===== src/rtl/brlam_pkg.sv =====
// Shared types, constants and helpers for the block ring log address manager.
package brlam_pkg;

  localparam int NUM_BLOCKS        = 48;
  localparam int ENTRIES_PER_BLOCK = 128;
  localparam int RESERVED_SLOTS    = 8;
  localparam int BLK_W             = $clog2(NUM_BLOCKS);
  localparam int CNT_W             = 8;
  localparam int SLOT_W            = 13;
  localparam int ADDR_W            = 16;
  localparam int REQ_W             = 2;
  localparam int BLOCK_SHIFT       = 10;
  localparam int ENTRY_SHIFT       = 3;
  localparam logic [ADDR_W-1:0] LOG_BASE = 16'h4000;

  typedef enum logic [REQ_W-1:0] {
    REQ_APPEND = 2'd0,
    REQ_READ   = 2'd1,
    REQ_WIPE   = 2'd2
  } req_code_t;

  typedef struct packed {
    logic [REQ_W-1:0]  req_type;
    logic [SLOT_W-1:0] read_slot;
  } req_t;

  typedef struct packed {
    logic [ADDR_W-1:0] entry_address;
    logic              found;
  } res_t;

  typedef struct packed {
    logic capture;
    logic append;
    logic walk_step;
    logic wipe;
    logic load_zero;
  } cmd_t;

  typedef struct packed {
    logic walk_hit;
    logic walk_end;
  } status_t;

  function automatic logic [BLK_W-1:0] next_block(input logic [BLK_W-1:0] b);
    next_block = (b == BLK_W'(NUM_BLOCKS - 1)) ? '0 : b + 1'b1;
  endfunction

  function automatic logic [BLK_W-1:0] prev_block(input logic [BLK_W-1:0] b);
    prev_block = (b == '0) ? BLK_W'(NUM_BLOCKS - 1) : b - 1'b1;
  endfunction

  function automatic logic [CNT_W-1:0] reset_count(input logic [BLK_W-1:0] b);
    reset_count = (b == '0) ? CNT_W'(RESERVED_SLOTS) : '0;
  endfunction

  function automatic logic [ADDR_W-1:0] addr_of(input logic [BLK_W-1:0] b,
                                               input logic [CNT_W-1:0] slot);
    addr_of = LOG_BASE + (ADDR_W'(b) << BLOCK_SHIFT) + (ADDR_W'(slot) << ENTRY_SHIFT);
  endfunction

endpackage


===== src/rtl/brlam_ctrl.sv =====
// Controller state machine sequencing append, read walk and wipe requests.
module brlam_ctrl
  import brlam_pkg::*;
(
  input  logic             clk,
  input  logic             rst,
  input  logic             start,
  input  logic [REQ_W-1:0] req_type,
  input  status_t          status,
  output cmd_t             cmd,
  output logic             busy,
  output logic             done
);

  typedef enum logic [1:0] {
    ST_IDLE,
    ST_APPEND,
    ST_WALK
  } state_t;

  state_t state;
  state_t state_next;
  logic   done_next;

  assign busy = (state != ST_IDLE);

  always_comb begin
    cmd        = '0;
    state_next = state;
    done_next  = 1'b0;
    case (state)
      ST_IDLE: begin
        if (start) begin
          case (req_type)
            REQ_APPEND: begin
              state_next = ST_APPEND;
            end
            REQ_READ: begin
              cmd.capture = 1'b1;
              state_next  = ST_WALK;
            end
            REQ_WIPE: begin
              cmd.wipe      = 1'b1;
              cmd.load_zero = 1'b1;
              done_next     = 1'b1;
            end
            default: begin
              cmd.load_zero = 1'b1;
              done_next     = 1'b1;
            end
          endcase
        end
      end
      ST_APPEND: begin
        cmd.append = 1'b1;
        done_next  = 1'b1;
        state_next = ST_IDLE;
      end
      ST_WALK: begin
        cmd.walk_step = 1'b1;
        if (status.walk_hit || status.walk_end) begin
          done_next  = 1'b1;
          state_next = ST_IDLE;
        end
      end
      default: begin
        state_next = ST_IDLE;
      end
    endcase
  end

  always_ff @(posedge clk) begin
    if (rst) begin
      state <= ST_IDLE;
      done  <= 1'b0;
    end else begin
      state <= state_next;
      done  <= done_next;
    end
  end

endmodule


===== src/rtl/brlam_dp.sv =====
// Datapath: fill-count memory, head and tail pointers, walk counter and result word.
module brlam_dp
  import brlam_pkg::*;
(
  input  logic              clk,
  input  logic              rst,
  input  cmd_t              cmd,
  input  logic [SLOT_W-1:0] read_slot,
  output status_t           status,
  output res_t              result
);

  logic [CNT_W-1:0]      mem [NUM_BLOCKS];
  logic [NUM_BLOCKS-1:0] valid;
  logic [BLK_W-1:0]      head;
  logic [BLK_W-1:0]      tail;
  logic [BLK_W-1:0]      walk_b;
  logic [BLK_W-1:0]      blk_q;
  logic [CNT_W-1:0]      rdata;
  logic                  vbit_q;
  logic [SLOT_W-1:0]     remain;

  logic [BLK_W-1:0]      raddr;
  logic [CNT_W-1:0]      cnt;
  logic [CNT_W-1:0]      lo;
  logic [CNT_W-1:0]      valid_n;
  logic [CNT_W:0]        cnt_inc;
  logic                  full;
  logic [BLK_W-1:0]      head_adv;
  logic                  mem_we;
  logic [CNT_W-1:0]      mem_wdata;

  assign raddr    = cmd.walk_step ? walk_b : head;
  assign cnt      = vbit_q ? rdata : reset_count(blk_q);
  assign lo       = reset_count(blk_q);
  assign valid_n  = (cnt > lo) ? cnt - lo : '0;
  assign cnt_inc  = {1'b0, cnt} + 1'b1;
  assign full     = (cnt_inc >= (CNT_W + 1)'(ENTRIES_PER_BLOCK));
  assign head_adv = next_block(head);
  assign mem_we   = cmd.append;
  assign mem_wdata = full ? CNT_W'(ENTRIES_PER_BLOCK) : cnt_inc[CNT_W-1:0];

  assign status.walk_hit = ({{(SLOT_W - CNT_W){1'b0}}, valid_n} > remain);
  assign status.walk_end = (blk_q == tail);

  always_ff @(posedge clk) begin
    if (mem_we) begin
      mem[head] <= mem_wdata;
    end
    rdata  <= mem[raddr];
    vbit_q <= valid[raddr];
    blk_q  <= raddr;
  end

  always_ff @(posedge clk) begin
    if (rst || cmd.wipe) begin
      valid <= '0;
      head  <= '0;
      tail  <= '0;
    end else if (cmd.append) begin
      valid[head] <= 1'b1;
      if (full) begin
        valid[head_adv] <= 1'b0;
        head            <= head_adv;
        if (head_adv == tail) begin
          tail <= next_block(tail);
        end
      end
    end
  end

  always_ff @(posedge clk) begin
    if (cmd.capture) begin
      remain <= read_slot;
      walk_b <= prev_block(head);
    end else if (cmd.walk_step) begin
      walk_b <= prev_block(walk_b);
      remain <= remain - {{(SLOT_W - CNT_W){1'b0}}, valid_n};
    end
  end

  always_ff @(posedge clk) begin
    if (cmd.load_zero) begin
      result <= '0;
    end else if (cmd.append) begin
      result.entry_address <= addr_of(head, cnt);
      result.found         <= 1'b1;
    end else if (cmd.walk_step) begin
      if (status.walk_hit) begin
        result.entry_address <= addr_of(blk_q, CNT_W'(cnt - 1'b1 - remain[CNT_W-1:0]));
        result.found         <= 1'b1;
      end else if (status.walk_end) begin
        result <= '0;
      end
    end
  end

`ifndef SYNTHESIS
  a_head_range: assert property (@(posedge clk) disable iff (rst)
    head < BLK_W'(NUM_BLOCKS)) else $error("head out of range");

  a_tail_range: assert property (@(posedge clk) disable iff (rst)
    tail < BLK_W'(NUM_BLOCKS)) else $error("tail out of range");

  a_tail_moves: assert property (@(posedge clk) disable iff (rst)
    cmd.append && full && (head_adv == tail) |=> head != tail)
    else $error("head landed on tail");
`endif

endmodule


===== src/rtl/block_ring_log_address_manager_unit.sv =====
// Top level of the block ring log address manager: controller plus datapath.
// Append: result word strobes after the append state; wipe: in the cycle after the start cycle.
// Read: walks 1 to NUM_BLOCKS blocks back from head; walk checks one block count per cycle.
// A new request may start in the cycle its predecessor's result is strobed.
// Synchronous reset clears head, tail and the per-block valid flags at once; no clearing pass.
// The receiver cannot stall: each result word is shown for one cycle with done.
module block_ring_log_address_manager_unit
  import brlam_pkg::*;
(
  input  logic clk,
  input  logic rst,
  input  logic start,
  input  req_t request,
  output logic busy,
  output logic done,
  output res_t result
);

  cmd_t    cmd;
  status_t status;

  brlam_ctrl u_ctrl (
    .clk      (clk),
    .rst      (rst),
    .start    (start),
    .req_type (request.req_type),
    .status   (status),
    .cmd      (cmd),
    .busy     (busy),
    .done     (done)
  );

  brlam_dp u_dp (
    .clk       (clk),
    .rst       (rst),
    .cmd       (cmd),
    .read_slot (request.read_slot),
    .status    (status),
    .result    (result)
  );

`ifndef SYNTHESIS
  a_done_idle: assert property (@(posedge clk) disable iff (rst)
    done |-> !busy) else $error("done while busy");

  a_accept_moves: assert property (@(posedge clk) disable iff (rst)
    start && !busy |=> busy || done) else $error("accepted request dropped");

  a_miss_zero: assert property (@(posedge clk) disable iff (rst)
    done && !result.found |-> result.entry_address == '0)
    else $error("miss with nonzero address");
`endif

endmodule


===== config.mk =====
export PLATFORM = sky130hd
export DESIGN_NAME = block_ring_log_address_manager_unit
export DESIGN_NICKNAME = d
export VERILOG_FILES = /design/src/rtl/brlam_pkg.sv /design/src/rtl/brlam_ctrl.sv /design/src/rtl/brlam_dp.sv /design/src/rtl/block_ring_log_address_manager_unit.sv
export SDC_FILE = /design/constraint.sdc
export NUM_CORES = 1
export LEC_CHECK = 0
export BUFFER_PORTS_ARGS = -buffer_cell sky130_fd_sc_hd__buf_4
export CORE_MARGIN = 4
export CORE_UTILIZATION = 65
export DETAILED_ROUTE_END_ITERATION = 8
export PLACE_DENSITY = 0.82
export SYNTH_ARGS = -nofsm -noshare
export SYNTH_HDL_FRONTEND = slang
export SYNTH_SLANG_ARGS = --single-unit

===== constraint.sdc =====
create_clock -name clk -period 8.5 [get_ports clk]
set_input_delay 2.55 -clock clk [delete_from_list [all_inputs] [get_ports clk]]
set_output_delay 2.55 -clock clk [all_outputs]
set_load 0.05 [all_outputs]

# After elaboration in Yosys (flattened, before gate mapping)
# Memory sizes are Yosys's and may differ from the RTL's. A register that Yosys moved wholly into a read port is not among the register bits.
# Cells that the tools add are included.
# word_totals
ff_bits,106
latchBits,0
mem_bits_rw,384
rom_bits,0
in_bits,18
output_inout_bits,19
mem_count,1
# mem_list
name,depth,width,read_ports,rd_ports_with_merged_regs,wr,line,rtl
u_dp.mem,48,8,1,1,1,brlam_dp.sv:13,logic [CNT_W-1:0] mem [NUM_BLOCKS];
# classes
add_sub_neg,13
multipliers,0
div,0
order_cmp,8
n_eq_ne,11
n_shift,0
muxes,42
bitwise_logic,3
reduce_logical,18
# op_table
operator,count
2-to-1 mux 17 bit,4
AND 48 bit,1
2-to-1 mux 48 bit,1
inverter 48 bit,1
OR 48 bit,1
2-to-1 mux 6 bit,7
adder 15 x 16 -> 16 bit (first input constant),2
adder 16 x 11 -> 16 bit,2
2-to-1 mux 13 bit,2
2-to-1 mux 8 bit,3
< comparator 6 x 7 -> 1 bit (second input constant),3
logical NOT 6 bit,3
subtractor 8 bit,2
2-to-1 mux 1 bit,14
> comparator 8 x 13 -> 1 bit,1
subtractor 13 x 8 -> 13 bit,1
adder 6 x 1 -> 6 bit (second input constant),2
demux 1 bit (select 6 bit),2
equality test 6 bit,2
equality test 6 bit (second input constant),2
>= comparator 6 x 1 -> 1 bit (second input constant),2
subtractor 6 x 1 -> 6 bit (second input constant),2
adder 8 x 1 -> 9 bit (second input constant),1
>= comparator 9 x 8 -> 1 bit (second input constant),1
20 further kinds,33

# Longest topological paths before layout
# logic_depth
ltp_word,9
depth_mapped,18
ltp_nobuf,17

# Modules after synthesis
# A second synthesis with hierarchy kept.
# hier_totals
cells_unflattened,1711
hier_area_um2,22102.4
# modules_own_cells
mod,instances,cells_per_inst,area_each_um2,seq_area_each_um2
brlam_dp,1,1693,21924.8,13883.3
brlam_ctrl,1,18,177.7,60.1

# Worst setup path after synthesis
# Ideal clock, no wire load.
# synth_timing
kind,input -> register
from,input request[13] (netlist bit)
to,register u_dp.remain[0] (enable)
setup_time_ns,0.386
arrival_time_ns,3.698
setup_slack_ns,4.415
stages,5
path_buffers,1
path_cell_list,nor2b_1 -> and2_1 -> nand2_1 -> clkbuf_1 -> nand2_1
# synth_between
elab_chain_cells,5
# synth_lines
item,line,rtl
"start, declared",block_ring_log_address_manager_unit.sv:13,"input req_t request,"
equality test 2 x 1 -> 1 bit,brlam_ctrl.sv:34,case (req_type)
2-to-1 mux 1 bit,brlam_ctrl.sv:34,
2-to-1 mux 1 bit,brlam_ctrl.sv:33,if (start) begin
2-to-1 mux 1 bit,brlam_ctrl.sv:31,case (state)
nonzero test 2 bit (no source line),--,
"end signal, assigned",brlam_dp.sv:74,remain <= read_slot;
"end signal, assigned",brlam_dp.sv:78,"remain <= remain - {{(SLOT_W - CNT_W){1'b0}}, valid_n};"
"end, declared",brlam_dp.sv:21,logic [SLOT_W-1:0] remain;
# No other way between the ends.
# A chain may end at the register's enable or synchronous reset.

# Final worst setup path
# layout_timing
from,register u_dp.vbit_q
to,"register, netlist name u_dp.result[8]"
# layout_between
elab_chain_cells,7
elab_cells_between_ends,14
cone_classes,add/sub (5); order compare (2); mux (5); reduce/logical (2)
# layout_lines
item,line,rtl
"start, declared",brlam_dp.sv:20,logic vbit_q;
"start signal, assigned",brlam_dp.sv:51,vbit_q <= valid[raddr];
2-to-1 mux 8 bit (*),brlam_dp.sv:34,assign cnt = vbit_q ? rdata : reset_count(blk_q);
"subtractor 8 x 1 -> 8 bit, or another cell as far along",brlam_dp.sv:90,"result.entry_address <= addr_of(blk_q, CNT_W'(cnt - 1'b1 - remain[CNT_W-1:0]));"
subtractor 8 bit or 2-to-1 mux 8 bit (tied branches),"brlam_dp.sv:90, brlam_dp.sv:36",
adder 16 x 11 -> 16 bit or > comparator 8 x 13 -> 1 bit (tied branches),"brlam_pkg.sv:59, brlam_dp.sv:43",
2-to-1 mux 17 bit,brlam_dp.sv:89,if (status.walk_hit) begin
2-to-1 mux 17 bit,brlam_dp.sv:88,end else if (cmd.walk_step) begin
2-to-1 mux 17 bit,brlam_dp.sv:85,end else if (cmd.append) begin
# Every way passes the cells marked *; elsewhere a longest branch is shown, timed or not. The select of a mux whose other input is x is not followed.

==> flow_summary.yaml <==
synth:
  number_of_flops_mapped_to_enable_cells_by_yosys: 403
  synth.avg_cell_area_um2: 11.9
  synth_top_area_share: 0.548
  yosysUniqueCellTypes: 65
  netlist.top_cell.by_area: "edfxtp_1"
  post_synth_instance_area_um2: 22100
  ys_ff_latch: 495
  netlist_instances: 1856
  synth_commonest_cells: "403 x edfxtp_1, 252 x a21oi_1, 177 x nor2_1"
  synth-warning-count: 0
  synth.yosys.seq_area_share: 0.631
  dominantRegCellSynth: "edfxtp_1"
  asyncSetResetFlopFracSynth: 0
  synth.area.top_cells: "edfxtp_1 55%, dfxtp_1 8.3%, a21oi_1 5.7%"
  synth_most_common_cell: "edfxtp_1"
hold_path:
  timing.hold.worst_endpoint: "u_dp.result[0]"
  hold-path-cell-count: 2
  holdCritStartpoint: "u_dp.result[0]"
  min_path_type: "flop to flop"
sta:
  finalHoldViolations: 0
  worst_slew_pin_slew_ps: 1250
  fin_setup_tns_ps: 0
  post-route-period-util: 0.509
  fin_crit_ps: 4330
  fin_worst_skew_ps: 23.9
  drv_slew: 0
  relative_slew_slack: 0.166
  final.setup.worst_slack_ps: 4170
  setup_viol_count_final: 0
  clock.fmax_ghz: 0.231
  grt_setup_unrepaired: "false"
clock_network:
  cts_tree: "yes"
  postCtsSetupBuffers: 0
  number_of_clock_sinks: 495
  post_cts_resized: 0
  postCtsHoldBufs: 0
  cts_max_path_buffers: 3
  tritoncts.num_buffers: 50
  clock_latency_late_sink_ps: 590
  clock-root-buffer: "clkbuf_16"
  htreeDepth: 2
  clkSlewWorstSetupHoldPaths_ps: 60
final_layout:
  antennaDiodeCount: 0
  nNetsFinal: 1905
  drive_above_1_share: 0.117
  number_of_fill_cells: 2154
  layout.cells.non_filler: 2341
  areaGrowthSynthToFinish_pct: 10.5
routing:
  drt_pass1_iterations: 7
  wl_per_cell_um: 24.9
  avgViaCountPerCell: 6.84
  routed-via-count: 16015
  drt-total-wl_mm: 58.2
  drc: 0
  detail-route-antenna-nets: 0
  drt-initial-drc-count: 2103
worst_setup_path:
  critical_path.startpoint_type: "flop"
  timing.reg2reg.worst_path_depth: 14
  timing.critical_path.required_ps: 8980
  timing.rr.end: "u_dp.result[8]"
  r2r_slack_ps: 4170
  worstReg2RegStart: "u_dp.vbit_q"
  critPathCaptureType: "flop"
  crit_start: "u_dp.vbit_q"
  timing.setup.critical_path_class: "flop to flop"
  arrival_ps: 4810
  cp_max_fo: 21
status:
  status: "completed"
global_routing:
  global_route_wire_length_before_repair_mm: 88.6
  pin_count_of_the_biggest_net_entering_global_routing: 85
  antenna_found_initial: 1
  track_usage: 0.314
  overflow: 0
  grt_pass1_vias: 15596
flow_run:
  cap_violations: 0
floorplanning:
  row_count: 67
  die_x_um: 192
  floorplan.initialDensity: 0.658
  num_io_pins: 37
  core_region_area_um2: 33500
  floorplan.die_area_um2: 37000
  fp.dieH_um: 192
placement:
  dp_slack_ps: 3650
  gp_routability_congestion: 0.997
  hpwlAfterDp_mm: 35.6
  placed_cells: 2250
  place.port_buffers: 33
power_and_ir_drop:
  vdd.ir_drop.worst_uv: 224
  power_density_nw_per_um2: 237
  leakage_nw: 8.24
-- stage by stage --
stage	total power [mW]	hold slack [ps]	util	instance area [um^2]
after floorplan	3.34	497	-	22100
after global placement	3.56	447	0.678	22700
after detailed placement	3.59	455	0.678	22700
after CTS	5.78	466	0.727	24400
after global routing	5.95	494	0.727	24400
final	5.79	467	0.727	24400
-- critical path, stage by stage (launching register included) --
cell and delay (ps):
dfxtp_1 640, nand2_1 250, ha_1 270, nand2b_1 90, a21oi_1 70, o21ai_0 560, nand2_1 170, ha_1 300
nor2b_1 140, o2111ai_1 280, a21o_1 180, and2_1 360, o31a_1 590, o311a_1 270, nor2_1 40
-- registers in the layout, summed over array words and instances (netlist names) --
name / cells
u_ctrl.done: 1
u_ctrl.state: 2
u_dp.blk_q: 6
u_dp.head: 6
u_dp.mem: 384
u_dp.rdata: 8
u_dp.remain: 13
u_dp.result: 14
u_dp.tail: 6
u_dp.valid: 48
u_dp.vbit_q: 1
u_dp.walk_b: 6
-- cell type report --
type | count | area, um^2 | share of cell area
timing repair buffer | 53 | 398 | 0.0163
multi-input combinational | 1220 | 7710 | 0.316
clock buffer | 62 | 1330 | 0.0544
tap | 448 | 561 | 0.0230
clock inverter | 29 | 322 | 0.0132
inverter | 34 | 128 | 0.00523
sequential | 495 | 13900 | 0.572
-- report_power, final --
| group | switching [mW] | total (mW) | leakage, nW | internal [mW] |
|---|---|---|---|---|
| clock network | 0.914 | 2.23 | 0.807 | 1.32 |
| logic | 0.524 | 0.739 | 2.98 | 0.216 |
| registers | 0.0551 | 2.82 | 4.46 | 2.76 |
-- layer usage --
| layer | wire length, um | global-route usage | vias up |
|---|---|---|---|
| met4 | 2910 | 0.146 | 2 |
| met5 | 21 | 0 | - |
| met2 | 27200 | 0.498 | 1103 |
| met3 | 6700 | 0.0709 | 211 |
| li1 | - | - | 7041 |
| met1 | 21400 | 0.419 | 7658 |
-- cell families (layout without fill, tap and decap cells) --
family / after synthesis / in the layout / share of synthesized area
AO/OA/AOI/OAI: 564 / 564 / 0.159
XOR/XNOR: 55 / 55 / 0.0218
adder cells (fa/ha/maj): 33 / 33 / 0.0194
buffers and inverters: 143 / 178 / 0.0254
flip-flops: 495 / 495 / 0.631
multiplexers: 49 / 49 / 0.0390
other: 1 / 3 / 0.000170
AND/OR/NAND/NOR: 516 / 516 / 0.104
-- placed cells by master, fill, tap and decap left out, types with 9 or more instances in the layout --
cell type and count:
a31oi_1 10, inv_1 32, clkbuf_1 10, a21oi_1 251, nand2b_1 9, mux4_2 29
nor3_1 37, nand4_1 16, a211oi_1 10, mux2i_1 12, buf_4 53, clkinv_1 11
nand2_1 171, nor4_1 13, nand3_1 37, clkbuf_16 51, ha_1 31, dfxtp_1 91
nor2_1 170, edfxtp_1 403, o21a_1 36, xor2_1 12, xnor2_1 43, nor2b_1 12
o22ai_1 61, o21ai_0 82, a22oi_1 21, o221a_2 40
-- worst max path at each step --
stage,endpoint,cells past startpoint
finish,u_dp.result[8],14
detailed placement,u_dp.remain[1],5
global route,u_dp.result[12],14
global placement,u_dp.remain[0],5
floorplan,u_dp.remain[0],5
CTS,u_dp.result[8],14
(Power assumes the default switching activity.)
